===== config.mk =====
export PLATFORM = sky130hd
export DESIGN_NAME = url_path_decode_check
export DESIGN_NICKNAME = d
export VERILOG_FILES = /design/src/rtl/updc_pkg.sv /design/src/rtl/updc_front.sv /design/src/rtl/updc_fifo.sv /design/src/rtl/updc_back.sv /design/src/rtl/url_path_decode_check.sv
export SDC_FILE = /design/constraint.sdc
export NUM_CORES = 1
export LEC_CHECK = 0
export CAP_MARGIN = 5
export CORE_MARGIN = 2
export CORE_UTILIZATION = 25
export CTS_BUF_LIST = sky130_fd_sc_hd__clkbuf_2 sky130_fd_sc_hd__clkbuf_4 sky130_fd_sc_hd__clkbuf_8
export CTS_CLUSTER_SIZE = 24
export DETAILED_ROUTE_END_ITERATION = 16
export DONT_BUFFER_PORTS = 1
export SETUP_SLACK_MARGIN = 0.4
export SLEW_MARGIN = 25
export SYNTH_ARGS = -nofsm -noshare
export SYNTH_HDL_FRONTEND = slang
export SYNTH_HIERARCHICAL = 1
export SYNTH_SLANG_ARGS = --single-unit

===== constraint.sdc =====
create_clock -name clock -period 3.64 [get_ports clock]
set_clock_uncertainty 0.15 [all_clocks]
set_input_delay 0.728 -clock clock [delete_from_list [all_inputs] [get_ports clock]]
set_output_delay 0.728 -clock clock [all_outputs]
set_load 0.02 [all_outputs]

===== src/rtl/updc_pkg.sv =====
// Shared types and constants for the URL path decode and check block.
package updc_pkg;

   localparam int unsigned LINE_BYTES  = 8192;
   localparam int unsigned LIMIT_W     = 13;
   localparam int unsigned COUNT_W     = 14;
   localparam logic [COUNT_W-1:0] COUNT_MAX = {COUNT_W{1'b1}};
   localparam logic [LIMIT_W-1:0] LIMIT_CAP = LIMIT_W'(LINE_BYTES - 1);
   localparam logic [LIMIT_W-1:0] MAX_LEN_RESET = LIMIT_W'(8191);

   localparam logic [7:0] CH_PERCENT = 8'h25;
   localparam logic [7:0] CH_PLUS    = 8'h2B;
   localparam logic [7:0] CH_QMARK   = 8'h3F;
   localparam logic [7:0] CH_SLASH   = 8'h2F;
   localparam logic [7:0] CH_BSLASH  = 8'h5C;
   localparam logic [7:0] CH_DOT     = 8'h2E;
   localparam logic [7:0] CH_SPACE   = 8'h20;
   localparam logic [7:0] CH_NUL     = 8'h00;

   typedef enum logic [2:0] {
      RSN_NONE     = 3'd0,
      RSN_TOO_LONG = 3'd1,
      RSN_BAD_ESC  = 3'd2,
      RSN_NUL      = 3'd3,
      RSN_NOT_ABS  = 3'd4,
      RSN_PARENT   = 3'd5,
      RSN_BSLASH   = 3'd6
   } reason_type;

   // One classified event passed from the front end to the checker.
   typedef struct packed {
      logic       esc_err;   // bad or cut-off escape seen on this byte
      logic       have;      // a decoded byte completed
      logic [7:0] dec;       // the decoded byte
      logic       last;      // end of URI
      logic       too_long;  // raw path count over limit (valid with last)
   } entry_type;

endpackage


===== src/rtl/updc_front.sv =====
// Front end: takes raw URI bytes, strips the query, percent-decodes and counts.
module updc_front (
   input  logic                          clock,
   input  logic                          reset,
   input  logic [7:0]                    req_byte,
   input  logic                          req_last,
   input  logic                          req_fire,
   input  logic [updc_pkg::LIMIT_W-1:0]  max_len,
   output logic                          push,
   output updc_pkg::entry_type           push_entry
);
   import updc_pkg::*;

   typedef enum logic [1:0] {
      ESC_IDLE = 2'd0,
      ESC_HIGH = 2'd1,
      ESC_LOW  = 2'd2
   } esc_type;

   esc_type              phase_ff,  phase_in;
   logic [3:0]           nib_ff,    nib_in;
   logic                 query_ff,  query_in;
   logic [COUNT_W-1:0]   count_ff,  count_in;
   logic [LIMIT_W-1:0]   limit;
   logic [4:0]           hex;
   entry_type            ev;

   // bit 4 set means not a hex digit
   function automatic logic [4:0] hex_digit(input logic [7:0] b);
      logic [4:0] r;
      r = 5'h10;
      if (b >= 8'h30 && b <= 8'h39) r = 5'(b - 8'h30);
      else if (b >= 8'h61 && b <= 8'h66) r = 5'(b - 8'h57);
      else if (b >= 8'h41 && b <= 8'h46) r = 5'(b - 8'h37);
      return r;
   endfunction

   assign limit = (max_len > LIMIT_CAP) ? LIMIT_CAP : max_len;
   assign hex   = hex_digit(req_byte);

   always_comb begin
      phase_in = phase_ff;
      nib_in   = nib_ff;
      query_in = query_ff;
      count_in = count_ff;
      ev       = '0;
      ev.last  = req_last;
      if (!query_ff) begin
         if (req_byte == CH_QMARK) begin
            if (phase_ff != ESC_IDLE) ev.esc_err = 1'b1;
            phase_in = ESC_IDLE;
            query_in = 1'b1;
         end else begin
            if (count_ff < COUNT_MAX) count_in = count_ff + 1'b1;
            unique case (phase_ff)
               ESC_IDLE: begin
                  if (req_byte == CH_PERCENT) begin
                     phase_in = ESC_HIGH;
                  end else begin
                     ev.have = 1'b1;
                     ev.dec  = (req_byte == CH_PLUS) ? CH_SPACE : req_byte;
                  end
               end
               ESC_HIGH: begin
                  if (hex[4]) begin
                     ev.esc_err = 1'b1;
                     phase_in   = ESC_IDLE;
                  end else begin
                     nib_in   = hex[3:0];
                     phase_in = ESC_LOW;
                  end
               end
               ESC_LOW: begin
                  phase_in = ESC_IDLE;
                  if (hex[4]) begin
                     ev.esc_err = 1'b1;
                  end else begin
                     ev.have = 1'b1;
                     ev.dec  = {nib_ff, hex[3:0]};
                  end
               end
               default: phase_in = ESC_IDLE;
            endcase
         end
      end
      // escape left open at end of URI
      if (req_last && phase_in != ESC_IDLE) ev.esc_err = 1'b1;
      ev.too_long = req_last && (count_in > {1'b0, limit});
   end

   assign push       = req_fire && (ev.have || ev.esc_err || ev.last);
   assign push_entry = ev;

   always_ff @(posedge clock) begin
      if (reset) begin
         phase_ff <= ESC_IDLE;
         nib_ff   <= '0;
         query_ff <= 1'b0;
         count_ff <= '0;
      end else if (req_fire) begin
         if (req_last) begin
            phase_ff <= ESC_IDLE;
            nib_ff   <= '0;
            query_ff <= 1'b0;
            count_ff <= '0;
         end else begin
            phase_ff <= phase_in;
            nib_ff   <= nib_in;
            query_ff <= query_in;
            count_ff <= count_in;
         end
      end
   end

endmodule


===== src/rtl/updc_fifo.sv =====
// Two-entry queue between the front end and the checker.
module updc_fifo (
   input  logic                 clock,
   input  logic                 reset,
   input  logic                 push,
   input  updc_pkg::entry_type  push_entry,
   output logic                 full,
   input  logic                 pop,
   output logic                 not_empty,
   output updc_pkg::entry_type  head
);
   import updc_pkg::*;

   entry_type   mem_ff [2];
   logic        wr_ff, rd_ff;
   logic [1:0]  cnt_ff;

   assign full      = (cnt_ff == 2'd2);
   assign not_empty = (cnt_ff != 2'd0);
   assign head      = mem_ff[rd_ff];

   always_ff @(posedge clock) begin
      if (push) mem_ff[wr_ff] <= push_entry;
   end

   always_ff @(posedge clock) begin
      if (reset) begin
         wr_ff  <= 1'b0;
         rd_ff  <= 1'b0;
         cnt_ff <= '0;
      end else begin
         if (push) wr_ff <= ~wr_ff;
         if (pop)  rd_ff <= ~rd_ff;
         case ({push, pop})
            2'b10:   cnt_ff <= cnt_ff + 2'd1;
            2'b01:   cnt_ff <= cnt_ff - 2'd1;
            default: cnt_ff <= cnt_ff;
         endcase
      end
   end

endmodule


===== src/rtl/updc_back.sv =====
// Checker: tracks segments and errors over decoded bytes, drives the result register.
module updc_back (
   input  logic                 clock,
   input  logic                 reset,
   input  logic                 ent_valid,
   input  updc_pkg::entry_type  ent,
   output logic                 pop,
   output logic                 rsp_valid,
   input  logic                 rsp_ready,
   output logic [7:0]           rsp_out_byte,
   output logic                 rsp_out_valid,
   output logic                 rsp_out_last,
   output logic                 rsp_accepted,
   output logic [2:0]           rsp_reject_reason,
   output logic                 rsp_root_only
);
   import updc_pkg::*;

   logic [1:0]  dcnt_ff,   dcnt_in;
   logic        first_ff,  first_in;
   logic [1:0]  seg_ff,    seg_in;
   logic        bad_ff,    bad_in;
   logic        nul_ff,    nul_in;
   logic        par_ff,    par_in;
   logic        bsl_ff,    bsl_in;
   reason_type  reason;

   logic        valid_ff;
   logic [7:0]  byte_ff;
   logic        ovalid_ff, olast_ff, acc_ff, root_ff;
   reason_type  reason_ff;

   assign pop = ent_valid && (!valid_ff || rsp_ready);

   always_comb begin
      dcnt_in  = dcnt_ff;
      first_in = first_ff;
      seg_in   = seg_ff;
      bad_in   = bad_ff;
      nul_in   = nul_ff;
      par_in   = par_ff;
      bsl_in   = bsl_ff;
      reason   = RSN_NONE;
      if (ent.esc_err && !(bad_ff || nul_ff)) bad_in = 1'b1;
      if (ent.have) begin
         if (ent.dec == CH_NUL && !(bad_ff || nul_ff)) nul_in = 1'b1;
         if (dcnt_ff == 2'd0) first_in = (ent.dec == CH_SLASH);
         if (dcnt_ff != 2'd3) dcnt_in = dcnt_ff + 2'd1;
         if (ent.dec == CH_BSLASH) bsl_in = 1'b1;
         if (ent.dec == CH_SLASH || ent.dec == CH_BSLASH) begin
            if (seg_ff == 2'd2) par_in = 1'b1;
            seg_in = 2'd0;
         end else if (ent.dec == CH_DOT) begin
            if (seg_ff != 2'd3) seg_in = seg_ff + 2'd1;
         end else begin
            seg_in = 2'd3;
         end
      end
      if (ent.last && seg_in == 2'd2) par_in = 1'b1;
      if (ent.too_long)                         reason = RSN_TOO_LONG;
      else if (bad_in)                          reason = RSN_BAD_ESC;
      else if (nul_in)                          reason = RSN_NUL;
      else if (dcnt_in == 2'd0 || !first_in)    reason = RSN_NOT_ABS;
      else if (par_in)                          reason = RSN_PARENT;
      else if (bsl_in)                          reason = RSN_BSLASH;
   end

   always_ff @(posedge clock) begin
      if (reset) begin
         dcnt_ff  <= '0;
         first_ff <= 1'b0;
         seg_ff   <= '0;
         bad_ff   <= 1'b0;
         nul_ff   <= 1'b0;
         par_ff   <= 1'b0;
         bsl_ff   <= 1'b0;
         valid_ff <= 1'b0;
      end else begin
         if (pop) begin
            // an entry that only carries an escape error updates state, no result
            valid_ff <= ent.have || ent.last;
            if (ent.last) begin
               dcnt_ff  <= '0;
               first_ff <= 1'b0;
               seg_ff   <= '0;
               bad_ff   <= 1'b0;
               nul_ff   <= 1'b0;
               par_ff   <= 1'b0;
               bsl_ff   <= 1'b0;
            end else begin
               dcnt_ff  <= dcnt_in;
               first_ff <= first_in;
               seg_ff   <= seg_in;
               bad_ff   <= bad_in;
               nul_ff   <= nul_in;
               par_ff   <= par_in;
               bsl_ff   <= bsl_in;
            end
         end else if (rsp_ready) begin
            valid_ff <= 1'b0;
         end
      end
   end

   // result payload
   always_ff @(posedge clock) begin
      if (pop) begin
         byte_ff   <= ent.have ? ent.dec : 8'h00;
         ovalid_ff <= ent.have;
         olast_ff  <= ent.last;
         acc_ff    <= ent.last && (reason == RSN_NONE);
         reason_ff <= ent.last ? reason : RSN_NONE;
         root_ff   <= ent.last && (reason == RSN_NONE) && (dcnt_in == 2'd1) && first_in;
      end
   end

   assign rsp_valid         = valid_ff;
   assign rsp_out_byte      = byte_ff;
   assign rsp_out_valid     = ovalid_ff;
   assign rsp_out_last      = olast_ff;
   assign rsp_accepted      = acc_ff;
   assign rsp_reject_reason = reason_ff;
   assign rsp_root_only     = root_ff;

endmodule


===== src/rtl/url_path_decode_check.sv =====
// Top level: streaming URL path percent-decoder and path safety checker.
// Path: a resulting byte passes the queue, then the result register, before rsp.
// Throughput: one byte per cycle sustained; the front end stalls only when the
//   two-entry queue is full, which happens only while the result port is stalled.
// Reset: synchronous, active high; clears all per-URI state and sets
//   max_path_len to 8191. No clearing pass is needed.
module url_path_decode_check (
   input  logic         clock,
   input  logic         reset,
   // input transactions: one raw URI byte each
   input  logic         req_valid,
   output logic         req_ready,
   input  logic [7:0]   req_in_byte,
   input  logic         req_in_last,
   // result transactions: decoded byte and/or verdict
   output logic         rsp_valid,
   input  logic         rsp_ready,
   output logic [7:0]   rsp_out_byte,
   output logic         rsp_out_valid,
   output logic         rsp_out_last,
   output logic         rsp_accepted,
   output logic [2:0]   rsp_reject_reason,
   output logic         rsp_root_only,
   // register port
   input  logic         csr_psel,
   input  logic         csr_penable,
   input  logic         csr_pwrite,
   input  logic [2:0]   csr_paddr,
   input  logic [31:0]  csr_pwdata,
   output logic [31:0]  csr_prdata,
   output logic         csr_pready
);
   import updc_pkg::*;

   logic [LIMIT_W-1:0]  max_len_ff;
   logic                req_fire;
   logic                push, q_full, q_valid, pop;
   entry_type           push_entry, head;
   logic                reg0_sel;

   // Register 0 (max_path_len) at byte address 0; address bit 2 picks the word.
   assign reg0_sel   = !csr_paddr[2];
   assign csr_pready = 1'b1;
   assign csr_prdata = reg0_sel ? {{(32-LIMIT_W){1'b0}}, max_len_ff} : 32'h0;

   always_ff @(posedge clock) begin
      if (reset) begin
         max_len_ff <= MAX_LEN_RESET;
      end else if (csr_psel && csr_penable && csr_pwrite && reg0_sel) begin
         max_len_ff <= csr_pwdata[LIMIT_W-1:0];
      end
   end

   // Input is taken whenever the queue has room; bytes that produce no
   // event (percent sign and first hex digit of an escape, query bytes) are consumed without a queue entry.
   assign req_ready = !q_full;
   assign req_fire  = req_valid && req_ready;

   updc_front u_front (
      .clock      (clock),
      .reset      (reset),
      .req_byte   (req_in_byte),
      .req_last   (req_in_last),
      .req_fire   (req_fire),
      .max_len    (max_len_ff),
      .push       (push),
      .push_entry (push_entry)
   );

   // Decouples classification from checking so each side stalls on its own.
   updc_fifo u_fifo (
      .clock      (clock),
      .reset      (reset),
      .push       (push),
      .push_entry (push_entry),
      .full       (q_full),
      .pop        (pop),
      .not_empty  (q_valid),
      .head       (head)
   );

   // Checker pops an entry whenever the result register is free or draining.
   updc_back u_back (
      .clock             (clock),
      .reset             (reset),
      .ent_valid         (q_valid),
      .ent               (head),
      .pop               (pop),
      .rsp_valid         (rsp_valid),
      .rsp_ready         (rsp_ready),
      .rsp_out_byte      (rsp_out_byte),
      .rsp_out_valid     (rsp_out_valid),
      .rsp_out_last      (rsp_out_last),
      .rsp_accepted      (rsp_accepted),
      .rsp_reject_reason (rsp_reject_reason),
      .rsp_root_only     (rsp_root_only)
   );

endmodule


==> results.toml <==
[finish]
drive_gt1_share_pct = 17.08
multi_input_area_um2 = 2824
final-seq-area_um2 = 2161
final_nets = 629
fillers = 2135
final_common_cell = "nor2_1"
layout_common_cells = "55 x nor2_1, 42 x dfxtp_1, 39 x edfxtp_1"
areaGrowthSynthToFinish_pct = 11.93
n_antenna_cell = 0
layout.cells.non_filler = 832

[timing]
rsz0062_at_grt = "false"
finalSetupViolCount = 0
finalCritPeriodShare_pct = 85.26
relSlewSlack_pct = 49.59
worst_slew_pin_slew_ns = 0.7556
max_freq_ghz = 0.3222
slew_viol_final = 0
hold_viol = 0
tns_ns = 0
finalCriticalPeriod_ns = 3.103

[yosys]
postSynthCellCount = 552
synth.largest_area_cell = "edfxtp_1"
ys.flop_type = "dfxtp_1"
async_flop_share_pct = 0
synth_edf_count = 39
yosysUniqueCellTypes = 74
yosys_warnings = 6
synthTopCellsByArea = "edfxtp_1 22%, dfxtp_1 19%, ha_1 5.0%, nor2_1 4.1%, buf_4 3.0%"
syn_area_um2 = 5224
synth_area_per_cell_um2 = 9.463
yosysTopAreaCellShare_pct = 22.42
synth_seq_area_share_pct = 41.20
synth-seq-cells = 88

[critical_path]
startpoint_type = "flop"
path_max_fanout = 9
worstSetupEndpointType = "flop"
ff2ff_path_depth = 10
critPathKind = "reg -> reg"
critical_path_arrival_ns = 3.07
rrSetupSlack_ns = 0.54
worstPathRequired_ns = 3.60

[die]
coreArea_um2 = 20360
num_io_pins = 101
initial_core_util_pct = 25.65
rows = 52
die_area_um2 = 22070
fp.dieW_um = 148.6
die_h_um = 148.6

[hold_path]
hold_path_class = "in -> reg"
hold_depth = 1

[grt]
grt_pass1_vias = 3702
grt_util_all_layers_pct = 10.60
overflow = 0
grt_max_degree = 52
grt_pass1_wl_um = 18720
antenna_found_initial = 0

[power]
power_leakage_nw = 2.198
irDropWorstVdd_uv = 230.5
pwr_density_cell_nw_per_um2 = 477.4

[detailed_routing]
dr.pass1.iters = 4
wl_met2_um = 5223
postRouteWirelength_um = 11400
drtAntennaViolNets = 0
post_drt_wl_per_cell_um = 13.70
wl_met1_um = 5511
met3WireLength_um = 520
drt_iter0_markers = 218
vias = 3869
top_layer = "met4"
drc = 0
viasPerCell = 4.650

[place]
numPortBuffers = 0
place.gp.congestion = 0.8320
placed_cells = 816
hpwl_um = 8269

[run_status]
outcome = "complete, no violations"

[clock_tree]
hold_buffers = 0
cts_setup_buffers = 0
clk_path_buf_depth = 2
insertion_delay_ns = 0.38
path_clk_slew_ns = 0.09
numCtsBuffers = 9
clockRootBuffer = "clkbuf_8"
cts_max_level = 3
cts_sinks = 88
tritoncts = "built"

[run]
drv_cap = 0
cell usage after synthesis, types with 5 or more instances:
| master | count |
|---|---|
| nor3_1 | 10 |
| o211ai_1 | 5 |
| a21oi_1 | 29 |
| o21ai_0 | 14 |
| mux2i_1 | 13 |
| edfxtp_1 | 39 |
| nand2_1 | 27 |
| inv_1 | 32 |
| a31oi_1 | 10 |
| or3_1 | 5 |
| xnor2_1 | 12 |
| a22oi_1 | 7 |
| and3_1 | 5 |
| buf_4 | 21 |
| and2_1 | 10 |
| buf_2 | 7 |
| nand3_1 | 16 |
| clkbuf_1 | 17 |
| nor2_1 | 57 |
| dfxtp_1 | 49 |
| o21ai_1 | 13 |
| nand2b_1 | 6 |
| nand4_1 | 6 |
| o31ai_1 | 5 |
| nor2b_1 | 19 |
| mux2_2 | 14 |
| ha_1 | 21 |
power by group:
group	internal, W	switching, W	leakage (nW)
clock network	0.000401	0.000383	0.114
registers	0.00124	0.000202	0.763
logic	0.000214	0.000354	1.32
per-stage QoR:
stage               setup slack (ns)  utilization [%]  cell area (um^2)  power (W)  hold WS (ns)
floorplan                     0.2035                -              5354   0.001916        0.2925
global placement             0.08399            27.28              5555   0.002017        0.3019
detailed placement           0.01537            27.28              5555   0.002026        0.3095
CTS                           0.4098            28.44              5792   0.002819        0.2306
global route                  0.4037            28.71              5847   0.002944        0.2275
finish                        0.5365            28.71              5847   0.002791        0.2517
state kept, by name, indices dropped and copies added (netlist names), 2 cells and up, named ones only:
| register | flops |
|---|---|
| max_len_ff | 13 |
| u_front/count_ff | 14 |
| u_fifo/cnt_ff | 2 |
| u_front/phase_ff | 2 |
| u_back/rsp_out_byte | 8 |
| u_back/seg_ff | 2 |
| u_front/nib_ff | 4 |
| u_back/rsp_reject_reason | 3 |
| u_back/dcnt_ff | 2 |
| u_fifo/mem_ff | 24 |
critical path: stages (launching register included):
cell       delay, ns
dfxtp_1         0.44
nand3_1         0.13
or2_4           0.27
o21a_4          0.25
buf_4           0.17
mux2_2          0.29
ha_1            0.31
a21oi_1         0.15
o211ai_1        0.14
a2111oi_4       0.39
o21ai_2         0.15
logic make-up (layout without fill, tap and decap cells):
| group | count (synthesis) | in the layout | share of synthesized area, % |
|---|---|---|---|
| simple gates | 194 | 194 | 20.74 |
| compound gates | 122 | 122 | 16.24 |
| flops | 88 | 88 | 41.20 |
| buf+inv | 80 | 72 | 8.024 |
| mux | 29 | 29 | 5.940 |
| fa+ha+maj | 21 | 21 | 5.030 |
| xor+xnor | 16 | 16 | 2.683 |
| other cells | 2 | 20 | 0.1438 |
metal layers:
metal  vias to the layer above  global-route usage (%)
li1                       1956                       -
met1                      1805                   13.78
met2                        96                   17.22
met3                        12                   3.067
met4                         0                   2.952
met5                         -                       0
path summary, 6_finish.rpt:
path | from | end
max | u_front/count_ff[8] | u_fifo/mem_ff[0][0]
min | reset | u_back/rsp_valid
max reg2reg | u_front/count_ff[8] | u_fifo/mem_ff[0][0]
min reg2reg | u_back/par_ff | u_back/par_ff
repair_timing:
action	4_1_cts	5_1_grt
resized for setup	5	17
setup endpoints to repair	2	2
pin swaps	3	5
final cells by class:
type,count,area share [%]
Sequential cell,88,36.96
Multi-Input combinational cell,402,48.30
Tap cell,270,5.778
Inverter,32,2.054
Clock buffer,10,2.247
Clock inverter,6,1.584
Timing Repair Buffer,24,3.082
Power figures use the tool's default switching activity.
